==> src/hdl/hnt_pkg.sv <==
// Shared constants and types of the Harshad number test block.
// Depends on nothing.
package hnt_pkg;

  localparam int NUMBER_BITS    = 32;
  localparam int DIGIT_SUM_BITS = 7;
  localparam int NUMBER_WIDTH   = 32;

  localparam int DIGITS     = (NUMBER_WIDTH * 30103) / 100000 + 1;
  localparam int BCD_WIDTH  = 4 * DIGITS;
  localparam int SUM_WIDTH  = $clog2(9 * DIGITS + 1);
  localparam int BIT_CNT_W  = $clog2(NUMBER_WIDTH + 1);
  localparam int DIG_CNT_W  = $clog2(DIGITS + 1);

  typedef logic [NUMBER_WIDTH-1:0] number_t;
  typedef logic [SUM_WIDTH-1:0]    sum_t;
  typedef logic [BCD_WIDTH-1:0]    bcd_t;

  typedef struct packed {
    logic done;
    logic zero;
  } step_sts_t;

endpackage

==> src/hdl/hnt_mod.sv <==
// Bit-serial restoring remainder of the number by the digit sum.
// Depends on hnt_pkg.
module hnt_mod (
  input  logic               clk,
  input  logic               rst_n,
  input  logic               start,
  input  hnt_pkg::number_t   number,
  input  hnt_pkg::sum_t      divisor,
  output hnt_pkg::step_sts_t sts
);

  hnt_pkg::number_t              sh_r;
  hnt_pkg::sum_t                 div_r, rem_r, rem_nxt;
  logic [hnt_pkg::SUM_WIDTH:0]   trial;
  logic [hnt_pkg::BIT_CNT_W-1:0] cnt_r;
  logic                          busy_r, done_r;

  always_comb begin
    trial = {rem_r, sh_r[hnt_pkg::NUMBER_WIDTH-1]};
    if (trial >= {1'b0, div_r}) begin
      trial = trial - {1'b0, div_r};
    end
    rem_nxt = trial[hnt_pkg::SUM_WIDTH-1:0];
  end

  always_ff @(posedge clk) begin
    if (!rst_n) begin
      busy_r <= 1'b0;
      done_r <= 1'b0;
      cnt_r  <= '0;
    end else begin
      done_r <= 1'b0;
      if (start) begin
        busy_r <= 1'b1;
        cnt_r  <= hnt_pkg::BIT_CNT_W'(hnt_pkg::NUMBER_WIDTH);
      end else if (busy_r) begin
        cnt_r <= cnt_r - 1'b1;
        if (cnt_r == hnt_pkg::BIT_CNT_W'(1)) begin
          busy_r <= 1'b0;
          done_r <= 1'b1;
        end
      end
    end
  end

  always_ff @(posedge clk) begin
    if (start) begin
      sh_r  <= number;
      div_r <= divisor;
      rem_r <= '0;
    end else if (busy_r) begin
      sh_r  <= {sh_r[hnt_pkg::NUMBER_WIDTH-2:0], 1'b0};
      rem_r <= rem_nxt;
    end
  end

  assign sts.done = done_r;
  assign sts.zero = (rem_r == '0);

endmodule

==> config.mk <==
export PLATFORM = sky130hd
export DESIGN_NAME = hnt_mod
export DESIGN_NICKNAME = d
export VERILOG_FILES = /design/src/hdl/hnt_pkg.sv /design/src/hdl/hnt_mod.sv
export SDC_FILE = /design/constraint.sdc
export NUM_CORES = 1
export LEC_CHECK = 0
export BUFFER_PORTS_ARGS = -buffer_cell sky130_fd_sc_hd__buf_2
export CORE_MARGIN = 2
export CORE_UTILIZATION = 30
export CTS_BUF_LIST = sky130_fd_sc_hd__clkbuf_8 sky130_fd_sc_hd__clkbuf_16
export CTS_CLUSTER_SIZE = 10
export DETAILED_ROUTE_END_ITERATION = 6
export PLACE_DENSITY = 0.49
export SKIP_LAST_GASP = 1
export SLEW_MARGIN = 40
export SYNTH_ARGS = -nofsm -noshare
export SYNTH_HDL_FRONTEND = slang
export SYNTH_SLANG_ARGS = --single-unit
==> constraint.sdc <==
create_clock -name clk -period 3.15 [get_ports clk]
set_input_delay 0.1575 -clock clk [delete_from_list [all_inputs] [get_ports clk]]
set_output_delay 0.1575 -clock clk [all_outputs]
set_load 0.05 [all_outputs]
---- After elaboration in Yosys (flattened, before gate mapping) ----
Index checks and enable logic that the tools add are counted.
operators by class
  magnitude comparators ................... 1
  eq/ne operators ......................... 1
  multiply operators ...................... 0
  bitwise gates (word level) .............. 2
  shift-type cells ........................ 0
  multiplexer cells ....................... 9
  add/sub/neg operators ................... 2
  reduce and logical (&&, ||, !) cells .... 4
  divide/modulo/power cells ............... 0
operators with widths
  operator                                                             count
  32-bit 2-to-1 mux                                                    2
  6-bit 2-to-1 mux                                                     2
  8-bit by 7-bit greater-or-equal comparator with 1-bit output         1
  7-bit logical NOT                                                    1
  7-bit 2-to-1 mux                                                     1
  7-bit subtractor                                                     1
  6-bit by 1-bit == test with 1-bit output (second input constant)     1
  6-bit by 1-bit subtractor with 6-bit output (second input constant)  1
  1-bit 2-to-1 mux                                                     4
  3-bit OR reduction                                                   1
  1-bit inverter                                                       2
  2-bit nonzero test                                                   1
  2-bit OR reduction                                                   1
word-level totals
  memory bits (writable) .................. 0
  output and inout port bits .............. 2
  latch bits .............................. 0
  memories ................................ 0
  bits of input ports ..................... 42
  logic and storage cells ................. 26
  flip-flop bits (word level) ............. 54
  bits in read-only memories .............. 0

---- Longest topological paths before layout ----
  depth in word-level cells ............... 4
  gate-level depth with buffers ........... 9
  depth with buffers taken out ............ 8

---- Worst setup path before layout ----
No wires, ideal clock.
  kind .................................... reg-to-output
  start point ............................. reg rem_r[0]
  end point ............................... out sts[0] (netlist name)
  cell stages (with the launch flop) ...... 3
  data required time ...................... 2.992 ns
  path slack .............................. 0.694 ns
  buffers on the path ..................... 0
  arrival ................................. 2.298 ns
  cell sequence ........................... dfxtp_1 -> or4_1 -> nor4_1
RTL lines
  item                    line           text
  from (decl)             hnt_mod.sv:13  hnt_pkg::sum_t div_r, rem_r, rem_nxt;
  from (signal assigned)  hnt_mod.sv:53  rem_r <= rem_nxt;
  to (decl)               hnt_mod.sv:9   output hnt_pkg::step_sts_t sts

---- Worst setup path in the final report ----
  start point ............................. reg sh_r[31]
  end point ............................... reg rem_r[0]
between the ends
  longest elaborated chain between the ends .. 2
  elaborated cells between the ends (all ways) .. 3
  those cells by class .................... add/sub: 1; order compare: 1; mux: 1
ends and longest elaborated chain
  item                                                                                                     line                          text
  from (decl)                                                                                              hnt_mod.sv:12                 hnt_pkg::number_t sh_r;
  from (signal assigned)                                                                                   hnt_mod.sv:48                 sh_r <= number;
  from (signal assigned)                                                                                   hnt_mod.sv:52                 sh_r <= {sh_r[hnt_pkg::NUMBER_WIDTH-2:0], 1'b0};
  7-bit subtractor / 8-bit by 7-bit greater-or-equal comparator with 1-bit output (equally long branches)  hnt_mod.sv:21, hnt_mod.sv:20
  7-bit 2-to-1 mux *                                                                                       hnt_mod.sv:20                 if (trial >= {1'b0, div_r}) begin
Every way passes the cells marked *; elsewhere a longest branch is shown, timed or not.
A chain may end at the register's enable or synchronous reset.

==> results.md <==
* Max Cap Viol at 0
* DRT antenna net count at 0
* Post-Syn Area at 0.00265 mm^2
* Clk_skew at 3.77 ps
* Worst R2R Start: sh_r[31]
* CP required at 3370 ps
* Num Clock Sinks at 54
* Drt first pass iters at 4
* Ys async rst share at 0%
* First-pass GRT wire length at 8270 um
* H-tree depth at 2
* WHS at 25.2 ps
* Antenna Cells at 0
* Worst path cell trace: inv_1 -> ha_1 -> inv_1 -> fa_1 -> nand3_1 -> a31o_1 -> nand3_1 -> a311oi_2
* Flops & latches, synth at 54
* DIE WIDTH at 98.0 um
* Routed WL per cell at 13.3 um
* Crit. Startpoint: sh_r[31]
* # rows at 34
* TNS Setup at 0 ps
* Via density at 4.74
* CP max-delay cell: fa_1
* Final nets at 301
* Dominant synthesized flop cell: edfxtp_1
* GR met3 Demand/Resource at 3.72%
* Final HPWL DP at 3310 um
* Outcome: complete, no violations
* Worst-path clk slew at 100 ps
* Avg Inst Size Synth at 12.9 um^2
* Crit path kind: flip-flop to flip-flop
* Postcts setup bufs at 0
* Die Y-Extent at 98.0 um
* R2R Setup Slk at 1090 ps
* IO buf count at 43
* P&R area growth vs syn at 15.1%
* Cell family with most CP delay: compound AO/OA/AOI/OAI gates
* FF-to-FF End: rem_r[0]
* DR vias at 1696
* Worst Hold Class: primary input to flip-flop
* Peak supply drop at 0.176 mV
* Tmin final at 2060 ps
* Clock Tree Buf Depth at 2
* Period utilization at 65.4%
* Critical Path Sink: rem_r[0]
* GRT busiest layer: met2
* Placed Cells incl. Taps at 350
* Fin cells at 358
* WL final at 4780 um
* Pwr/cell area at 487 mW/mm^2
* CTS tree: done
* CP peak stage delay at 400 ps
* Ports at 44
* R2R depth at 8
* Unrepaired setup endpoints after global routing: false
* Final setup fails at 0
* Largest net degree at the start of global routing at 33
* Grt ovf at 0
* Fmax at 485 MHz
* DP Worst Slack at 1130 ps
* Critical Path Source Type: flip-flop
* Cells after Synth at 206
* Vias in the first global route at 1733
* Layout cells sized above 1 at 36.0%
* Synthesis Warnings at 0
* Syn Nets at 258
* WP depth at 8
* EDFF count, synth at 39
* Arrival @ worst endpoint at 2280 ps
* Clock Tree Root: clkbuf_8
* Met1 Usage GRT at 13.4%
* Drt drc at 0
* Routability cong. at 0.756
* # hold bufs at CTS at 0
* Crit Path Max Fanout at 10
* Final hold vios at 0
* Rel. slew slack at 61.5%
* Tot GR Track Use at 10.6%
* WP buf/inv at 2
* Initial antenna violation count at 0
* Slew Limit Fails at 0
* Initial Util at 30.7%
* Global routing met2 resource utilization at 16.5%
* Leak at 1.23 nW
* Post-synthesis sequential area ratio at 55.5%
* Total power at 1.49 mW
* Post-CTS sizing at 0
* CORE AREA at 0.00864 mm^2
* DRT iter0 DRCs at 107
* Fin worst setup slack at 1090 ps
* Clk_lat worst skew at 300 ps
* DIE AREA at 0.00961 mm^2
* CP endpoint kind: flip-flop
* CTS Buf Count at 5
* Worst-margin pin slew at 576 ps
* Distinct cells, synth at 51
-- final cells by class --
cell class,instances,area [um^2]
clock buffer,5,68.8
clock inverter,3,17.5
fill,881,5580
inverter,14,52.6
multi-input combinational,129,1080
sequential,54,1470
tap,108,135
timing repair buffer,45,230
-- how the worst min path moves through the flow --
stage	startpoint	to	slack (ps)	cells after the start
finish	divisor[4]	div_r[4]	30	1
global route	divisor[0]	div_r[0]	6	1
CTS	divisor[0]	div_r[0]	10	1
detailed placement	divisor[2]	div_r[2]	340	1
global placement	divisor[3]	div_r[3]	330	1
floorplan	divisor[0]	div_r[0]	260	0
-- report_power, final --
group	total [mW]	internal, mW	switching [mW]
sequential	0.862	0.835	0.0272
combinational	0.237	0.116	0.120
clock	0.388	0.155	0.233
total	1.49	1.11	0.381
-- sequential cells by signal, indices dropped and copies added, names as in the netlist --
| register | flops |
|---|---|
| cnt_r | 6 |
| done_r | 1 |
| div_r | 7 |
| sh_r | 32 |
| busy_r | 1 |
| rem_r | 7 |
-- synth_stat cells (3+ instances only) --
library cell | count | share of area (%)
mux2_2 | 31 | 13
nand2_1 | 7 | 0.99
xnor2_1 | 6 | 2.0
inv_1 | 14 | 2.0
a31oi_1 | 4 | 0.94
nor3_1 | 3 | 0.57
edfxtp_1 | 39 | 44
nor2_1 | 10 | 1.4
nand3_1 | 5 | 0.94
ha_1 | 9 | 4.2
buf_2 | 3 | 0.57
dfxtp_1 | 15 | 11
nor2b_1 | 3 | 0.71
and3_1 | 10 | 2.4
-- worst reg2reg max path, stage by stage, from the launching register on --
cell and delay, ps:
edfxtp_1 390, inv_1 70, ha_1 160, inv_1 50, fa_1 400, nand3_1 120
a31o_1 400, nand3_1 140, a311oi_2 240
-- layout by cell type, fill, tap and decap left out, drive strengths merged, types with 4 or more instances in the layout --
cell / instances
mux2: 31
buf: 45
nand3: 5
a31oi: 4
dfxtp: 15
nor2: 10
and3: 10
xnor2: 6
edfxtp: 39
clkbuf: 5
inv: 16
ha: 9
nand2: 7
-- metrics by stage --
stage / instance area [um^2] / util [%]
floorplan: 2650 / -
CTS: 3050 / 35.4
global route: 3050 / 35.4
finish: 3050 / 35.4
detailed placement: 2970 / 34.4
global placement: 2970 / 34.4
-- per-layer routing --
metal | wire length (um) | up-vias
li1 | - | 851
met1 | 2210 | 794
met2 | 2170 | 47
met3 | 336 | 4
met4 | 63 | 0
met5 | 0 | -
-- logic make-up after synthesis --
family / after synthesis / share of synthesized area [%]
DFF: 54 / 55.5
and+or+nand+nor: 52 / 11.0
muxes: 31 / 13.2
AOI/OAI and AO/OA: 28 / 8.82
buffers and inverters: 23 / 3.87
adders and majority gates: 10 / 5.00
xor gates and xnor gates: 8 / 2.64
(Power assumes the default switching activity.)
